==> src/rtl/oale_pkg.sv <==
// ----------------------------------------------------------------------------
// oale_pkg
// shared types, codes and widths of the packed list engine
// ----------------------------------------------------------------------------
package oale_pkg;

    localparam int DATA_W       = 32;
    localparam int FUNC_W       = 2;
    localparam int POS_W        = 6;
    localparam int CNT_OUT_W    = 6;
    localparam int STATUS_W     = 2;
    localparam int DEF_CAPACITY = 32;

    // request operation codes
    typedef enum logic [FUNC_W-1:0] {
        FN_APPEND    = 2'd0,
        FN_INSERT    = 2'd1,
        FN_DEL_FIRST = 2'd2,
        FN_DEL_ALL   = 2'd3
    } t_func;

    // result status codes
    typedef enum logic [STATUS_W-1:0] {
        STAT_OK        = 2'd0,
        STAT_FULL      = 2'd1,
        STAT_NOT_FOUND = 2'd2,
        STAT_BAD_POS   = 2'd3
    } t_status;

    // sequencer states
    typedef enum logic [2:0] {
        S_IDLE,
        S_INSERT,
        S_MATCH,
        S_WAVE,
        S_CLOSE,
        S_COMPACT
    } t_state;

    // per-cycle operation broadcast to every cell
    typedef enum logic [2:0] {
        CELL_HOLD,
        CELL_LOAD,
        CELL_MATCH,
        CELL_WAVE,
        CELL_CLOSE,
        CELL_COMPACT
    } t_cell_op;

    typedef struct packed {
        t_cell_op          op;
        logic [DATA_W-1:0] value;
    } t_cell_cmd;

endpackage

==> src/rtl/oale_cell.sv <==
// ----------------------------------------------------------------------------
// oale_cell
// one list slot: holds an entry and trades it with its two neighbors
// ----------------------------------------------------------------------------
module oale_cell #(
    parameter int LEN_W    = 6,
    parameter int CELL_IDX = 0
) (
    input  logic                        i_clk,
    input  oale_pkg::t_cell_cmd         i_cmd,
    input  logic [LEN_W-1:0]            i_len,
    input  logic [LEN_W-1:0]            i_pos,
    input  logic [oale_pkg::DATA_W-1:0] i_prev_data,
    input  logic                        i_prev_mark,
    input  logic                        i_prev_cov,
    input  logic [oale_pkg::DATA_W-1:0] i_next_data,
    input  logic                        i_next_mark,
    input  logic                        i_next_tally,
    output logic [oale_pkg::DATA_W-1:0] o_data,
    output logic                        o_mark,
    output logic                        o_cov,
    output logic                        o_tally
);

    localparam logic [LEN_W-1:0] IDX = LEN_W'(CELL_IDX);

    logic [oale_pkg::DATA_W-1:0] r_data;
    logic                        r_hit;
    logic                        r_mark;
    logic                        r_cov;
    logic                        r_tally;
    logic                        w_in_len;
    logic                        w_hit;

    assign w_in_len = (IDX < i_len);
    assign w_hit    = w_in_len && (r_data == i_cmd.value);

    always_ff @(posedge i_clk) begin
        unique case (i_cmd.op)
            oale_pkg::CELL_LOAD: begin
                if (IDX == i_pos) begin
                    r_data <= i_cmd.value;
                end else if (IDX > i_pos) begin
                    r_data <= i_prev_data;
                end
            end
            oale_pkg::CELL_MATCH: begin
                r_hit   <= w_hit;
                r_mark  <= w_hit || !w_in_len;
                r_tally <= w_hit;
                r_cov   <= 1'b0;
            end
            oale_pkg::CELL_WAVE: begin
                r_cov <= i_prev_cov;
            end
            oale_pkg::CELL_CLOSE: begin
                if (r_cov || r_hit) begin
                    r_data <= i_next_data;
                end
            end
            oale_pkg::CELL_COMPACT: begin
                // hole below a kept entry: the two swap places
                if (r_mark && !i_next_mark) begin
                    r_data <= i_next_data;
                    r_mark <= 1'b0;
                end else if (i_prev_mark && !r_mark) begin
                    r_data <= i_prev_data;
                    r_mark <= 1'b1;
                end
                r_tally <= i_next_tally;
            end
            oale_pkg::CELL_HOLD: begin
            end
            default: begin
            end
        endcase
    end

    assign o_data  = r_data;
    assign o_mark  = r_mark;
    assign o_cov   = r_cov || r_hit;
    assign o_tally = r_tally;

endmodule

==> src/rtl/oale_ctrl.sv <==
// ----------------------------------------------------------------------------
// oale_ctrl
// request sequencer: length count, pass counter and result register
// ----------------------------------------------------------------------------
module oale_ctrl #(
    parameter int CAPACITY = oale_pkg::DEF_CAPACITY,
    parameter int LEN_W    = $clog2(CAPACITY + 1)
) (
    input  logic                           i_clk,
    input  logic                           i_rst_n,
    input  logic                           i_start,
    input  logic [oale_pkg::FUNC_W-1:0]    i_func,
    input  logic [oale_pkg::DATA_W-1:0]    i_value,
    input  logic [oale_pkg::POS_W-1:0]     i_position,
    input  logic                           i_found,
    input  logic                           i_tally0,
    output logic                           o_busy,
    output oale_pkg::t_cell_cmd            o_cmd,
    output logic [LEN_W-1:0]               o_len,
    output logic [LEN_W-1:0]               o_pos,
    output logic                           o_valid,
    output logic [oale_pkg::CNT_OUT_W-1:0] o_list_length,
    output logic [oale_pkg::STATUS_W-1:0]  o_status,
    output logic [oale_pkg::CNT_OUT_W-1:0] o_removed
);

    localparam int CNT_W = $clog2(CAPACITY);
    localparam int CMP_W = (LEN_W > oale_pkg::POS_W) ? LEN_W : oale_pkg::POS_W;
    localparam logic [CNT_W-1:0] CNT_LAST = CNT_W'(CAPACITY - 1);
    localparam logic [LEN_W-1:0] LEN_FULL = LEN_W'(CAPACITY);

    oale_pkg::t_state                r_state, n_state;
    logic [CNT_W-1:0]                r_cnt, n_cnt;
    logic [LEN_W-1:0]                r_len, n_len;
    logic [LEN_W-1:0]                r_gone, n_gone;
    oale_pkg::t_func                 r_func, n_func;
    logic [oale_pkg::DATA_W-1:0]     r_value, n_value;
    logic [oale_pkg::POS_W-1:0]      r_pos, n_pos;
    logic                            r_out_valid, n_out_valid;
    logic [LEN_W-1:0]                r_out_len, n_out_len;
    oale_pkg::t_status               r_out_status, n_out_status;
    logic [LEN_W-1:0]                r_out_removed, n_out_removed;

    logic                            w_full;
    logic                            w_bad_pos;
    logic [LEN_W-1:0]                w_gone_total;

    assign w_full       = (r_len == LEN_FULL);
    assign w_bad_pos    = (r_func == oale_pkg::FN_INSERT) &&
                          (CMP_W'(r_pos) > CMP_W'(r_len));
    assign w_gone_total = r_gone + LEN_W'(i_tally0);

    // next state
    always_comb begin
        n_state = r_state;
        unique case (r_state)
            oale_pkg::S_IDLE: begin
                if (i_start) begin
                    if (oale_pkg::t_func'(i_func) == oale_pkg::FN_APPEND ||
                        oale_pkg::t_func'(i_func) == oale_pkg::FN_INSERT) begin
                        n_state = oale_pkg::S_INSERT;
                    end else begin
                        n_state = oale_pkg::S_MATCH;
                    end
                end
            end
            oale_pkg::S_INSERT: begin
                n_state = oale_pkg::S_IDLE;
            end
            oale_pkg::S_MATCH: begin
                if (r_func == oale_pkg::FN_DEL_FIRST) begin
                    n_state = oale_pkg::S_WAVE;
                end else begin
                    n_state = oale_pkg::S_COMPACT;
                end
            end
            oale_pkg::S_WAVE: begin
                if (r_cnt == CNT_LAST) begin
                    n_state = oale_pkg::S_CLOSE;
                end
            end
            oale_pkg::S_CLOSE: begin
                n_state = oale_pkg::S_IDLE;
            end
            oale_pkg::S_COMPACT: begin
                if (r_cnt == CNT_LAST) begin
                    n_state = oale_pkg::S_IDLE;
                end
            end
            default: begin
                n_state = oale_pkg::S_IDLE;
            end
        endcase
    end

    // cell command and handshake
    always_comb begin
        o_cmd.op    = oale_pkg::CELL_HOLD;
        o_cmd.value = r_value;
        o_pos       = LEN_W'(r_pos);
        unique case (r_state)
            oale_pkg::S_INSERT: begin
                if (!w_full && !w_bad_pos) begin
                    o_cmd.op = oale_pkg::CELL_LOAD;
                end
                if (r_func == oale_pkg::FN_APPEND) begin
                    o_pos = r_len;
                end
            end
            oale_pkg::S_MATCH:   o_cmd.op = oale_pkg::CELL_MATCH;
            oale_pkg::S_WAVE:    o_cmd.op = oale_pkg::CELL_WAVE;
            oale_pkg::S_CLOSE: begin
                if (i_found) begin
                    o_cmd.op = oale_pkg::CELL_CLOSE;
                end
            end
            oale_pkg::S_COMPACT: o_cmd.op = oale_pkg::CELL_COMPACT;
            default: begin
            end
        endcase
    end

    assign o_busy = (r_state != oale_pkg::S_IDLE);
    assign o_len  = r_len;

    // datapath next values
    always_comb begin
        n_cnt         = r_cnt;
        n_len         = r_len;
        n_gone        = r_gone;
        n_func        = r_func;
        n_value       = r_value;
        n_pos         = r_pos;
        n_out_valid   = 1'b0;
        n_out_len     = r_out_len;
        n_out_status  = r_out_status;
        n_out_removed = r_out_removed;
        unique case (r_state)
            oale_pkg::S_IDLE: begin
                if (i_start) begin
                    n_func  = oale_pkg::t_func'(i_func);
                    n_value = i_value;
                    n_pos   = i_position;
                end
            end
            oale_pkg::S_INSERT: begin
                n_out_valid   = 1'b1;
                n_out_removed = '0;
                if (w_full) begin
                    n_out_status = oale_pkg::STAT_FULL;
                end else if (w_bad_pos) begin
                    n_out_status = oale_pkg::STAT_BAD_POS;
                end else begin
                    n_out_status = oale_pkg::STAT_OK;
                    n_len        = r_len + LEN_W'(1);
                end
                n_out_len = (!w_full && !w_bad_pos) ? r_len + LEN_W'(1) : r_len;
            end
            oale_pkg::S_MATCH: begin
                n_cnt  = '0;
                n_gone = '0;
            end
            oale_pkg::S_WAVE: begin
                n_cnt = r_cnt + CNT_W'(1);
            end
            oale_pkg::S_CLOSE: begin
                n_out_valid = 1'b1;
                if (i_found) begin
                    n_len         = r_len - LEN_W'(1);
                    n_out_len     = r_len - LEN_W'(1);
                    n_out_status  = oale_pkg::STAT_OK;
                    n_out_removed = LEN_W'(1);
                end else begin
                    n_out_len     = r_len;
                    n_out_status  = oale_pkg::STAT_NOT_FOUND;
                    n_out_removed = '0;
                end
            end
            oale_pkg::S_COMPACT: begin
                n_cnt  = r_cnt + CNT_W'(1);
                n_gone = w_gone_total;
                if (r_cnt == CNT_LAST) begin
                    n_out_valid   = 1'b1;
                    n_len         = r_len - w_gone_total;
                    n_out_len     = r_len - w_gone_total;
                    n_out_removed = w_gone_total;
                    n_out_status  = (w_gone_total != '0) ? oale_pkg::STAT_OK
                                                         : oale_pkg::STAT_NOT_FOUND;
                end
            end
            default: begin
            end
        endcase
    end

    always_ff @(posedge i_clk) begin
        if (!i_rst_n) begin
            r_state     <= oale_pkg::S_IDLE;
            r_len       <= '0;
            r_cnt       <= '0;
            r_gone      <= '0;
            r_out_valid <= 1'b0;
        end else begin
            r_state     <= n_state;
            r_len       <= n_len;
            r_cnt       <= n_cnt;
            r_gone      <= n_gone;
            r_out_valid <= n_out_valid;
        end
    end

    always_ff @(posedge i_clk) begin
        r_func        <= n_func;
        r_value       <= n_value;
        r_pos         <= n_pos;
        r_out_len     <= n_out_len;
        r_out_status  <= n_out_status;
        r_out_removed <= n_out_removed;
    end

    assign o_valid       = r_out_valid;
    assign o_list_length = oale_pkg::CNT_OUT_W'(r_out_len);
    assign o_status      = r_out_status;
    assign o_removed     = oale_pkg::CNT_OUT_W'(r_out_removed);

endmodule

==> src/rtl/ordered_array_list_engine.sv <==
// ----------------------------------------------------------------------------
// ordered_array_list_engine
// packed list of signed words kept in a chain of slot cells
// ----------------------------------------------------------------------------
//
// channel  | direction | handshake           | fields
// ---------+-----------+---------------------+------------------------------------
// request  | in        | start high, busy low| i_func, i_value, i_position
// result   | out       | o_valid, one cycle  | o_list_length, o_status, o_removed
//
// states per word, from accept to the next possible accept:
//   append / insert-at : insert
//   delete-first       : match, CAPACITY wave steps, close
//   delete-all         : match, CAPACITY compaction steps
// the delete passes are set by the chain length: the first-match marker and
// the hole/entry swaps move one cell per cycle
// synchronous reset clears the length count and the sequencer; entries are
// left as they are. the result strobe is registered and cannot be held off
//
module ordered_array_list_engine #(
    parameter int CAPACITY = oale_pkg::DEF_CAPACITY
) (
    input  logic                                  i_clk,
    input  logic                                  i_rst_n,
    input  logic                                  start,
    output logic                                  busy,
    input  logic [oale_pkg::FUNC_W-1:0]           i_func,
    input  logic signed [oale_pkg::DATA_W-1:0]    i_value,
    input  logic [oale_pkg::POS_W-1:0]            i_position,
    output logic                                  o_valid,
    output logic [oale_pkg::CNT_OUT_W-1:0]        o_list_length,
    output logic [oale_pkg::STATUS_W-1:0]         o_status,
    output logic [oale_pkg::CNT_OUT_W-1:0]        o_removed
);

    localparam int LEN_W = $clog2(CAPACITY + 1);

    oale_pkg::t_cell_cmd             w_cmd;
    logic [LEN_W-1:0]                w_len;
    logic [LEN_W-1:0]                w_pos;
    logic [oale_pkg::DATA_W-1:0]     w_data  [CAPACITY];
    logic                            w_mark  [CAPACITY];
    logic                            w_cov   [CAPACITY];
    logic                            w_tally [CAPACITY];

    // sequencer: owns the length, the pass counter and the result register
    oale_ctrl #(
        .CAPACITY (CAPACITY),
        .LEN_W    (LEN_W)
    ) u_ctrl (
        .i_clk         (i_clk),
        .i_rst_n       (i_rst_n),
        .i_start       (start),
        .i_func        (i_func),
        .i_value       (i_value),
        .i_position    (i_position),
        .i_found       (w_cov[CAPACITY-1]),   // marker reached the top cell
        .i_tally0      (w_tally[0]),          // hit bits drain out of cell 0
        .o_busy        (busy),
        .o_cmd         (w_cmd),
        .o_len         (w_len),
        .o_pos         (w_pos),
        .o_valid       (o_valid),
        .o_list_length (o_list_length),
        .o_status      (o_status),
        .o_removed     (o_removed)
    );

    // chain of slots: cell 0 holds the head of the list
    for (genvar g = 0; g < CAPACITY; g++) begin : g_cell
        logic [oale_pkg::DATA_W-1:0] w_prev_data;
        logic                        w_prev_mark;
        logic                        w_prev_cov;
        logic [oale_pkg::DATA_W-1:0] w_next_data;
        logic                        w_next_mark;
        logic                        w_next_tally;

        if (g == 0) begin : g_head
            // nothing below the head: no hole, no match
            assign w_prev_data = '0;
            assign w_prev_mark = 1'b0;
            assign w_prev_cov  = 1'b0;
        end else begin : g_body_lo
            assign w_prev_data = w_data[g-1];
            assign w_prev_mark = w_mark[g-1];
            assign w_prev_cov  = w_cov[g-1];
        end

        if (g == CAPACITY - 1) begin : g_tail
            // beyond the last slot looks like a hole with no hit
            assign w_next_data  = '0;
            assign w_next_mark  = 1'b1;
            assign w_next_tally = 1'b0;
        end else begin : g_body_hi
            assign w_next_data  = w_data[g+1];
            assign w_next_mark  = w_mark[g+1];
            assign w_next_tally = w_tally[g+1];
        end

        oale_cell #(
            .LEN_W    (LEN_W),
            .CELL_IDX (g)
        ) u_cell (
            .i_clk        (i_clk),
            .i_cmd        (w_cmd),
            .i_len        (w_len),
            .i_pos        (w_pos),
            .i_prev_data  (w_prev_data),
            .i_prev_mark  (w_prev_mark),
            .i_prev_cov   (w_prev_cov),
            .i_next_data  (w_next_data),
            .i_next_mark  (w_next_mark),
            .i_next_tally (w_next_tally),
            .o_data       (w_data[g]),
            .o_mark       (w_mark[g]),
            .o_cov        (w_cov[g]),
            .o_tally      (w_tally[g])
        );
    end

    // every result leaves the engine ready for the next word
    a_done_idle : assert property (@(posedge i_clk) disable iff (!i_rst_n)
        o_valid |-> !busy)
        else $error("result strobe while sequencer still busy");

    // an accepted word always keeps the engine busy on the next cycle
    a_accept_busy : assert property (@(posedge i_clk) disable iff (!i_rst_n)
        (start && !busy) |=> busy)
        else $error("accepted word did not start the sequencer");

    // a rejected or unmatched request removes nothing
    a_reject_none : assert property (@(posedge i_clk) disable iff (!i_rst_n)
        (o_valid && o_status != oale_pkg::STAT_OK) |-> (o_removed == '0))
        else $error("entries removed on a failing request");

    // a removal always reports ok
    a_removed_ok : assert property (@(posedge i_clk) disable iff (!i_rst_n)
        (o_valid && o_removed != '0) |-> (o_status == oale_pkg::STAT_OK))
        else $error("entries removed without ok status");

endmodule

==> config.mk <==
export PLATFORM = sky130hd
export DESIGN_NAME = ordered_array_list_engine
export DESIGN_NICKNAME = d
export VERILOG_FILES = /design/src/rtl/oale_pkg.sv /design/src/rtl/oale_cell.sv /design/src/rtl/oale_ctrl.sv /design/src/rtl/ordered_array_list_engine.sv
export SDC_FILE = /design/constraint.sdc
export NUM_CORES = 2
export LEC_CHECK = 0
export BUFFER_PORTS_ARGS = -buffer_cell sky130_fd_sc_hd__buf_2
export CAP_MARGIN = 20
export CORE_MARGIN = 1.5
export CORE_UTILIZATION = 35
export CTS_BUF_LIST = sky130_fd_sc_hd__clkbuf_2 sky130_fd_sc_hd__clkbuf_4 sky130_fd_sc_hd__clkbuf_8
export DETAILED_ROUTE_END_ITERATION = 8
export HOLD_SLACK_MARGIN = 0.1
export PLACE_DENSITY_LB_ADDON = 0.3
export SYNTH_ARGS = -nofsm -noshare
export SYNTH_HDL_FRONTEND = slang
export SYNTH_SLANG_ARGS = --single-unit
==> constraint.sdc <==
create_clock -name i_clk -period 10.35 [get_ports i_clk]
set_input_delay 2.07 -clock i_clk [delete_from_list [all_inputs] [get_ports i_clk]]
set_output_delay 2.07 -clock i_clk [all_outputs]
set_load 0.02 [all_outputs]
## After elaboration in Yosys (flattened, before gate mapping)

Index checks and enable logic that the tools add are counted.

| operators by class | value |
|---|---|
| reductions and logical operators | 276 |
| $add $sub $neg | 5 |
| order comparisons | 65 |
| eq/ne operators | 179 |
| multiplexer cells | 378 |

Operator list:

| kind | number |
|---|---|
| two-way mux 32 bit | 158 |
| one-hot mux 32 bit (3 select lines) | 32 |
| == test 32 bit | 32 |
| one-hot mux 1 bit (2 select lines) | 96 |
| inequality test 3 x 1 -> 1 bit, second input constant | 62 |
| AND reduction 4 bit | 33 |
| == test 5 x 6 -> 1 bit, first input constant | 16 |
| > comparator 5 x 6 -> 1 bit, first input constant | 16 |
| < comparator 5 x 6 -> 1 bit, first input constant | 16 |
| inequality test 2 x 1 -> 1 bit, second input constant | 36 |
| AND reduction 2 bit | 34 |
| logical AND 1 bit | 65 |
| logical NOT 1 bit | 65 |
| two-way mux 1 bit | 65 |
| logical OR 1 bit | 64 |
| one-hot mux 6 bit (3 select lines) | 3 |
| == test 4 x 6 -> 1 bit, first input constant | 8 |
| > comparator 4 x 6 -> 1 bit, first input constant | 8 |
| < comparator 4 x 6 -> 1 bit, first input constant | 8 |
| two-way mux 6 bit | 8 |
| == test 3 x 6 -> 1 bit, first input constant | 4 |
| > comparator 3 x 6 -> 1 bit, first input constant | 4 |
| < comparator 3 x 6 -> 1 bit, first input constant | 4 |
| two-way mux 3 bit | 5 |
| 34 further kinds | 61 |

| word-level totals | value |
|---|---|
| output and inout port bits | 16 |
| register bits after elaboration | 1226 |
| input port bits | 43 |
| logic and storage cells | 1073 |

## Longest topological paths before layout

| depth | value |
|---|---|
| word-level depth | 9 |
| depth in mapped cells | 11 |

## Cells and area by module

From an unflattened synthesis, not the netlist that was laid out.

| unflattened totals | value |
|---|---|
| cells, all modules | 7209 |
| area, all modules | 74198.7 um^2 |

By module, submodules not included:

| module | sequential area each (um^2) | cells an instance | times used | area an instance (um^2) |
|---|---|---|---|---|
| oale_ctrl | 2042.0 | 347 | 1 | 3682.3 |
| oale_cell (g_cell[24].u_cell) | 1081.0 | 216 | 1 | 2506.2 |
| oale_cell (g_cell[6].u_cell) | 1081.0 | 214 | 1 | 2502.4 |
| oale_cell (g_cell[4].u_cell) | 1081.0 | 213 | 1 | 2499.9 |
| oale_cell (g_cell[14].u_cell) | 1081.0 | 215 | 1 | 2477.4 |
| oale_cell (g_cell[20].u_cell) | 1081.0 | 217 | 1 | 2245.9 |
| oale_cell (g_cell[1].u_cell) | 1081.0 | 217 | 1 | 2240.9 |
| oale_cell (g_cell[21].u_cell) | 1081.0 | 214 | 1 | 2234.6 |
| oale_cell (g_cell[15].u_cell) | 1081.0 | 213 | 1 | 2214.6 |
| oale_cell (g_cell[28].u_cell) | 1081.0 | 217 | 1 | 2205.9 |
| oale_cell (g_cell[30].u_cell) | 1081.0 | 216 | 1 | 2200.9 |
| oale_cell (g_cell[29].u_cell) | 1081.0 | 213 | 1 | 2193.4 |
| oale_cell (g_cell[18].u_cell) | 1081.0 | 214 | 1 | 2192.1 |
| oale_cell (g_cell[10].u_cell) | 1081.0 | 216 | 1 | 2189.6 |
| 20 more rows | - | - | - | - |

## Least setup slack after synthesis

No wires, ideal clock.

| timing path | value |
|---|---|
| path kind | reg2reg |
| start | register u_ctrl.r_len[1], in the netlist u_ctrl.o_len[1] |
| end | register g_cell[4].u_cell.r_data (netlist bit g_cell[4].u_cell.o_data[0]), enable pin |
| path slack | 2.298 ns |
| data required time | 9.756 ns |
| arrival time | 7.458 ns |
| stages on the path, launching flop included | 10 |
| path through | dfxtp_1 -> clkbuf_1 -> inv_1 -> ha_1 -> or3b_2 -> or3_1 -> and2_1 -> o21bai_1 -> nor3_1 -> a2111oi_0 |

| between the ends | value |
|---|---|
| word-level cells in the longest chain between the ends | 9 |
| elaborated cells between the ends (all ways) | 20 |
| those cells by class | order compare (2); eq/ne (8); mux (4); reduce/logical (6) |

RTL lines:

| item | RTL line | text |
|---|---|---|
| start, declared | oale_ctrl.sv:34 | `logic [LEN_W-1:0] r_len, n_len;` |
| start signal, assigned | oale_ctrl.sv:205 | `r_len <= n_len;` |
| > comparator 6 bit | oale_ctrl.sv:50 | `(CMP_W'(r_pos) > CMP_W'(r_len));` |
| logical AND 1 bit | oale_ctrl.sv:49 | `assign w_bad_pos = (r_func == oale_pkg::FN_INSERT) &&` |
| logical NOT 1 bit | oale_ctrl.sv:103 | `if (!w_full && !w_bad_pos) begin` |
| logical AND 1 bit | oale_ctrl.sv:103 |  |
| two-way mux 1 bit | oale_ctrl.sv:103 |  |
| one-hot mux 3 bit (5 select lines) | oale_ctrl.sv:101 | `unique case (r_state)` |
| == test 3 x 1 -> 1 bit or == test 3 bit (tied branches) | oale_cell.sv:39 | `unique case (i_cmd.op)` |
| inequality test 3 x 1 -> 1 bit (no source line), or another cell as far along | - |  |
| AND reduction 4 bit (no source line) * | - |  |
| end signal, assigned | oale_cell.sv:42 | `r_data <= i_cmd.value;` |
| end signal, assigned | oale_cell.sv:44 | `r_data <= i_prev_data;` |
| end signal, assigned | oale_cell.sv:58 | `r_data <= i_next_data;` |
| end, declared | oale_cell.sv:27 | `logic [oale_pkg::DATA_W-1:0] r_data;` |

Every way passes the cells marked *; elsewhere a longest branch is shown, timed or not.
A chain may end at the register's enable or synchronous reset.

## Worst setup path after layout

| timing path | value |
|---|---|
| start | register u_ctrl.r_len[1], in the netlist u_ctrl.o_len[1] |
| end | register g_cell[22].u_cell.r_data (netlist bit g_cell[22].u_cell.o_data[16]), enable pin |

| between the ends | value |
|---|---|
| word-level cells in the longest chain between the ends | 9 |
| elaborated cells between the ends (all ways) | 20 |
| those cells by class | order compare (2); eq/ne (8); mux (4); reduce/logical (6) |

RTL lines:

| item | RTL line |
|---|---|
| > comparator 6 bit | oale_ctrl.sv:50 |
| logical AND 1 bit | oale_ctrl.sv:49 |
| logical NOT 1 bit | oale_ctrl.sv:103 |
| logical AND 1 bit | oale_ctrl.sv:103 |
| two-way mux 1 bit | oale_ctrl.sv:103 |
| one-hot mux 3 bit (5 select lines) | oale_ctrl.sv:101 |
| == test 3 x 1 -> 1 bit or == test 3 bit (tied branches) | oale_cell.sv:39 |
| inequality test 3 x 1 -> 1 bit (no source line), or another cell as far along | - |
| AND reduction 4 bit (no source line) * | - |
| end signal, assigned | oale_cell.sv:42 |
| end signal, assigned | oale_cell.sv:44 |
| end signal, assigned | oale_cell.sv:58 |
| end, declared | oale_cell.sv:27 |

Marks and branches as above.

==> flow_summary.html <==
<table>
<tr><th>Metric</th><th>Value</th></tr>
<tr><th colspan="2">Min path</th></tr>
<tr><td>Hold Crit Class</td><td>reg2reg</td></tr>
<tr><td>Critical hold path startpoint</td><td>u_ctrl.r_gone[0]</td></tr>
<tr><th colspan="2">Power and ir drop</th></tr>
<tr><td>Sequential cell fraction of total power</td><td>48.1%</td></tr>
<tr><td>Switching power share of the total</td><td>34.0%</td></tr>
<tr><td>Switching power</td><td>5270 uW</td></tr>
<tr><td>Logic gate share of total power</td><td>23.2%</td></tr>
<tr><td>Post-route total power</td><td>15500 uW</td></tr>
<tr><td>Leakage power figure</td><td>0.0267 uW</td></tr>
<tr><td>Internal power component</td><td>10200 uW</td></tr>
<tr><td>Areal power density over the cells</td><td>199 nW/um2</td></tr>
<tr><td>Maximum vdd ir drop</td><td>0.101 mV</td></tr>
<tr><td>Clock network power share</td><td>28.7%</td></tr>
<tr><th colspan="2">Detailed routing</th></tr>
<tr><td>Remaining number of nets flagged by the antenna check after routing</td><td>0</td></tr>
<tr><td>Routed wire per std cell</td><td>28.4 um</td></tr>
<tr><td>Drc violations</td><td>136</td></tr>
<tr><td>Total number of vias</td><td>56100</td></tr>
<tr><td>Drt first pass iters</td><td>9</td></tr>
<tr><td>Vias per cell</td><td>6.18</td></tr>
<tr><td>DR iter-0 viols</td><td>11000</td></tr>
<tr><td>Total Wirelength</td><td>257000 um</td></tr>
<tr><th colspan="2">Job</th></tr>
<tr><td>Max cap viols</td><td>0</td></tr>
<tr><th colspan="2">Die</th></tr>
<tr><td>Initial core utilization</td><td>35.2%</td></tr>
<tr><td>Std-Cell Rows</td><td>164</td></tr>
<tr><td>Total Die Area</td><td>203000 um2</td></tr>
<tr><td>Die span in y</td><td>451 um</td></tr>
<tr><td>Width of the die</td><td>451 um</td></tr>
<tr><td>Area of the core</td><td>199000 um2</td></tr>
<tr><td>Number of top-level design ports</td><td>59</td></tr>
<tr><th colspan="2">Clock tree</th></tr>
<tr><td>Count of cells resized by post-cts repair</td><td>0</td></tr>
<tr><td>Clock Latency Late Sink</td><td>0.99 ns</td></tr>
<tr><td>Root Driver</td><td>sky130_fd_sc_hd__clkbuf_8</td></tr>
<tr><td>Hold bufs inserted after CTS</td><td>0</td></tr>
<tr><td>Worst-case clock buffer depth</td><td>3</td></tr>
<tr><td>Clk sink count</td><td>1226</td></tr>
<tr><td>Clock-pin slew on the worst setup and hold paths</td><td>0.07 ns</td></tr>
<tr><td>Number of CTS-inserted buffers</td><td>209</td></tr>
<tr><td>CTS H-tree lvls</td><td>4</td></tr>
<tr><td>CTS tree</td><td>yes</td></tr>
<tr><td>Setup Buffers After CTS</td><td>0</td></tr>
<tr><th colspan="2">Timing</th></tr>
<tr><td>Highest clock rate</td><td>0.229 GHz</td></tr>
<tr><td>Slew Limit Fails</td><td>0</td></tr>
<tr><td>Worst hold-check slack</td><td>0.464 ns</td></tr>
<tr><td>Final-layout setup total negative slack</td><td>0 ns</td></tr>
<tr><td>Clock skew after layout</td><td>0.0578 ns</td></tr>
<tr><td>Crit path time final</td><td>4.36 ns</td></tr>
<tr><td>Unrepaired setup endpoints after global routing</td><td>no</td></tr>
<tr><td>Ratio of final minimum period to clock period</td><td>42.1%</td></tr>
<tr><td>Number of hold-slack violations in the final timing report</td><td>0</td></tr>
<tr><td>Headroom to the max-slew limit</td><td>21.7%</td></tr>
<tr><td>Final setup violating endpoints</td><td>0</td></tr>
<tr><td>Worst-margin pin slew</td><td>1.16 ns</td></tr>
<tr><th colspan="2">Yosys</th></tr>
<tr><td>Compound-Gate Fraction of Synth Area</td><td>17.3%</td></tr>
<tr><td>Distinct cells, synth</td><td>76</td></tr>
<tr><td>Syn Std Cell Area</td><td>70200 um2</td></tr>
<tr><td>Arithmetic-cell share of the synthesized area counting full adders, half adders and majority gates</td><td>0.349%</td></tr>
<tr><td>Syn. warnings</td><td>0</td></tr>
<tr><td>Syn nets</td><td>6442</td></tr>
<tr><td>Synth area leaders</td><td>sky130_fd_sc_hd__edfxtp_1 (52%), sky130_fd_sc_hd__xnor2_1 (13%), sky130_fd_sc_hd__a222oi_1 (9.1%)</td></tr>
<tr><td>Number of synthesized register bits</td><td>1226</td></tr>
<tr><td>Xor-xnor portion of the synthesized cell area</td><td>13.0%</td></tr>
<tr><td>Cell accounting for the most synthesized area</td><td>sky130_fd_sc_hd__edfxtp_1</td></tr>
<tr><td>Number of flops mapped to enable cells by yosys</td><td>1205</td></tr>
<tr><td>Average cell area after synthesis</td><td>11.0 um2</td></tr>
<tr><td>Combinational family with the most area after synthesis</td><td>compound AO/OA/AOI/OAI gates</td></tr>
<tr><td>Fraction of the yosys area taken by sequential cells</td><td>52.1%</td></tr>
<tr><td>Post-synth ARST share</td><td>0%</td></tr>
<tr><td>Post-synthesis mux area share</td><td>0.360%</td></tr>
<tr><td>Primary flip-flop cell chosen by synthesis mapping</td><td>sky130_fd_sc_hd__edfxtp_1</td></tr>
<tr><td>Post-Syn Instances</td><td>6380</td></tr>
<tr><td>Post-synthesis share of cell area spent on and, or, nand and nor gates</td><td>10.0%</td></tr>
<tr><td>Portion of synthesized cell area occupied by the leading cell type</td><td>51.5%</td></tr>
<tr><th colspan="2">Placed design</th></tr>
<tr><td>RePlAce Congestion</td><td>0.934</td></tr>
<tr><td>Buffers added on ports</td><td>58</td></tr>
<tr><td>Detail Placement HPWL</td><td>176000 um</td></tr>
<tr><th colspan="2">Status</th></tr>
<tr><td>Violated checks</td><td>DRC</td></tr>
<tr><td>Status</td><td>complete, but fails checks</td></tr>
<tr><th colspan="2">Worst setup path</th></tr>
<tr><td>Category of the worst setup path capture point</td><td>flip-flop</td></tr>
<tr><td>Worst endpoint required time</td><td>10.93 ns</td></tr>
<tr><td>CP startpoint</td><td>u_ctrl.o_len[1]</td></tr>
<tr><td>Largest fanout on the critical path</td><td>32</td></tr>
<tr><td>Start-to-end type of the worst setup path</td><td>reg2reg</td></tr>
<tr><td>Startpoint kind of the worst setup timing path</td><td>flip-flop</td></tr>
<tr><td>Arrival time at the worst endpoint</td><td>4.94 ns</td></tr>
<tr><td>Reg-to-Reg Start</td><td>u_ctrl.o_len[1]</td></tr>
<tr><th colspan="2">Final layout</th></tr>
<tr><td>Share of cells above drive strength 1</td><td>11.7%</td></tr>
<tr><td>Register Area</td><td>36600 um2</td></tr>
<tr><td>Filler cells</td><td>19200</td></tr>
<tr><td>Net count, final</td><td>6312</td></tr>
<tr><td>Area taken by multi-input logic gates</td><td>29500 um2</td></tr>
<tr><td>Area growth from synthesis to layout</td><td>11.1%</td></tr>
<tr><th colspan="2">GRT</th></tr>
<tr><td>Pin count of the biggest net entering global routing</td><td>65</td></tr>
<tr><td>Wire length of the first global-routing pass</td><td>377000 um</td></tr>
<tr><td>Final global-route overflow total</td><td>0</td></tr>
<tr><td>Overall fraction of global-route tracks in use</td><td>24.4%</td></tr>
<tr><td>Antenna violations before repair</td><td>5</td></tr>
<tr><td>Via count of the first global-routing pass</td><td>54400</td></tr>
</table>
[cell families after synthesis]
logic type	after synthesis
buf+inv	1264
fa+ha+maj	19
compound gates	1407
simple gates	1403
xor+xnor	1038
mux	23
flops	1226
[worst max-delay path, cell delays in order, from the launching register on]
cell and delay (ns):
sky130_fd_sc_hd__dfxtp_1 0.46, sky130_fd_sc_hd__inv_1 0.39, sky130_fd_sc_hd__ha_1 0.36, sky130_fd_sc_hd__or3b_2 0.53
sky130_fd_sc_hd__o32a_1 0.31, sky130_fd_sc_hd__and3_1 0.24, sky130_fd_sc_hd__o21bai_2 0.14, sky130_fd_sc_hd__buf_4 0.40
sky130_fd_sc_hd__nor3_1 0.28, sky130_fd_sc_hd__a2111oi_4 0.34, sky130_fd_sc_hd__buf_4 0.46
[sequential cells by signal, summed over array words and instances (netlist names)]
register	flops
u_ctrl.o_removed	6
u_ctrl.r_func	2
u_ctrl.o_status	2
g_cell.u_cell.r_cov	31
u_ctrl.r_pos	6
g_cell.u_cell.r_hit	32
u_ctrl.o_list_length	6
u_ctrl.r_state	3
u_ctrl.o_valid	1
g_cell.u_cell.o_tally	32
u_ctrl.r_cnt	5
g_cell.u_cell.o_mark	32
u_ctrl.r_value	32
g_cell.u_cell.o_data	1024
u_ctrl.o_len	6
u_ctrl.r_gone	6
[per-layer routing]
layer | global-route usage [%] | vias to the layer above | share of wire (%)
met5 | 0 | - | 0.012
met4 | 8.26 | 4 | 3.2
met3 | 4.08 | 538 | 11
met2 | 38.5 | 3675 | 46
met1 | 33.9 | 27900 | 40
li1 | - | 24000 | -
[stage by stage]
stage / instances / setup slack, ns / util (%) / area [um2]
2_1_floorplan: 6380 / 2.30 / - / 70200
3_3_place_gp: 8684 / 6.00 / 37.0 / 73700
3_5_place_dp: 8691 / 5.91 / 37.0 / 73800
4_1_cts: 9064 / 5.88 / 39.0 / 77900
5_1_grt: 9073 / 5.78 / 39.1 / 78000
6_report: 9073 / 5.99 / 39.1 / 78000
[synthesized netlist by cell type (8+ instances only)]
cell type,number
sky130_fd_sc_hd__edfxtp_1,1205
sky130_fd_sc_hd__xnor2_1,1032
sky130_fd_sc_hd__inv_1,658
sky130_fd_sc_hd__a222oi_1,641
sky130_fd_sc_hd__nand2_1,516
sky130_fd_sc_hd__clkbuf_1,469
sky130_fd_sc_hd__nand4_1,262
sky130_fd_sc_hd__a22oi_1,197
sky130_fd_sc_hd__nor2_1,181
sky130_fd_sc_hd__and2_1,147
sky130_fd_sc_hd__a221o_1,128
sky130_fd_sc_hd__o21ai_0,84
sky130_fd_sc_hd__buf_2,71
sky130_fd_sc_hd__nor4_1,71
sky130_fd_sc_hd__a21oi_1,70
sky130_fd_sc_hd__a22o_1,66
sky130_fd_sc_hd__buf_1,63
sky130_fd_sc_hd__nor3_1,57
sky130_fd_sc_hd__nand2b_1,38
sky130_fd_sc_hd__o21ai_1,38
sky130_fd_sc_hd__a21o_1,35
sky130_fd_sc_hd__nand3_1,31
sky130_fd_sc_hd__nor2b_1,31
sky130_fd_sc_hd__a31oi_1,27
sky130_fd_sc_hd__o31ai_1,24
sky130_fd_sc_hd__dfxtp_1,21
sky130_fd_sc_hd__o32ai_1,19
sky130_fd_sc_hd__ha_1,18
sky130_fd_sc_hd__mux2_2,18
sky130_fd_sc_hd__a211oi_1,17
sky130_fd_sc_hd__and3_1,16
sky130_fd_sc_hd__o22ai_1,13
sky130_fd_sc_hd__nor3_2,11
sky130_fd_sc_hd__o211ai_1,10
sky130_fd_sc_hd__or3_1,9
sky130_fd_sc_hd__or2_2,8
sky130_fd_sc_hd__or4_1,8
[cell type report]
| cell class | count | share of cell area [%] |
|---|---|---|
| sequential | 1226 | 46.9 |
| multi-input combinational | 3890 | 37.8 |
| clock buffer | 280 | 4.43 |
| tap | 2656 | 4.26 |
| inverter | 660 | 3.18 |
| timing repair buffer | 263 | 2.61 |
| clock inverter | 93 | 0.764 |
| antenna | 5 | 0.0160 |
[layout by cell type (no fill, tap or decap), drive strengths merged, types with 16 or more instances in the layout]
master,count
buf,263
clkinv,79
nand4,262
a211oi,19
o31ai,24
nor2b,31
o32ai,19
edfxtp,1205
a221o,128
a21oi,70
nor3,68
a31oi,27
nand2b,38
and2,148
nand2,516
clkbuf,280
inv,663
nor4,72
a22o,66
dfxtp,21
ha,18
nand3,31
mux2,18
a222oi,641
a21o,35
xnor2,1032
and3,16
nor2,181
a22oi,197
o21ai,122
[power by group through the flow]
stage | clock [uW] | sequential (uW) | combinational, uW
2_1_floorplan | 0 | 7090 | 2530
3_3_place_gp | 0 | 7520 | 3450
3_5_place_dp | 0 | 7520 | 3520
4_1_cts | 4490 | 7420 | 3530
5_1_grt | 4690 | 7480 | 3870
6_report | 4450 | 7450 | 3600
[path summary, 6_finish.rpt]
check | end | slack (ns) | cells after the start
setup / recovery | g_cell[22].u_cell.o_data[16] | 5.99 | 10
hold / removal | u_ctrl.r_gone[0] | 0.46 | 2
setup reg to reg | g_cell[22].u_cell.o_data[16] | 5.99 | 10
hold reg to reg | u_ctrl.r_gone[0] | 0.46 | 2
No activity file was read; power rests on OpenSTA's default activity.
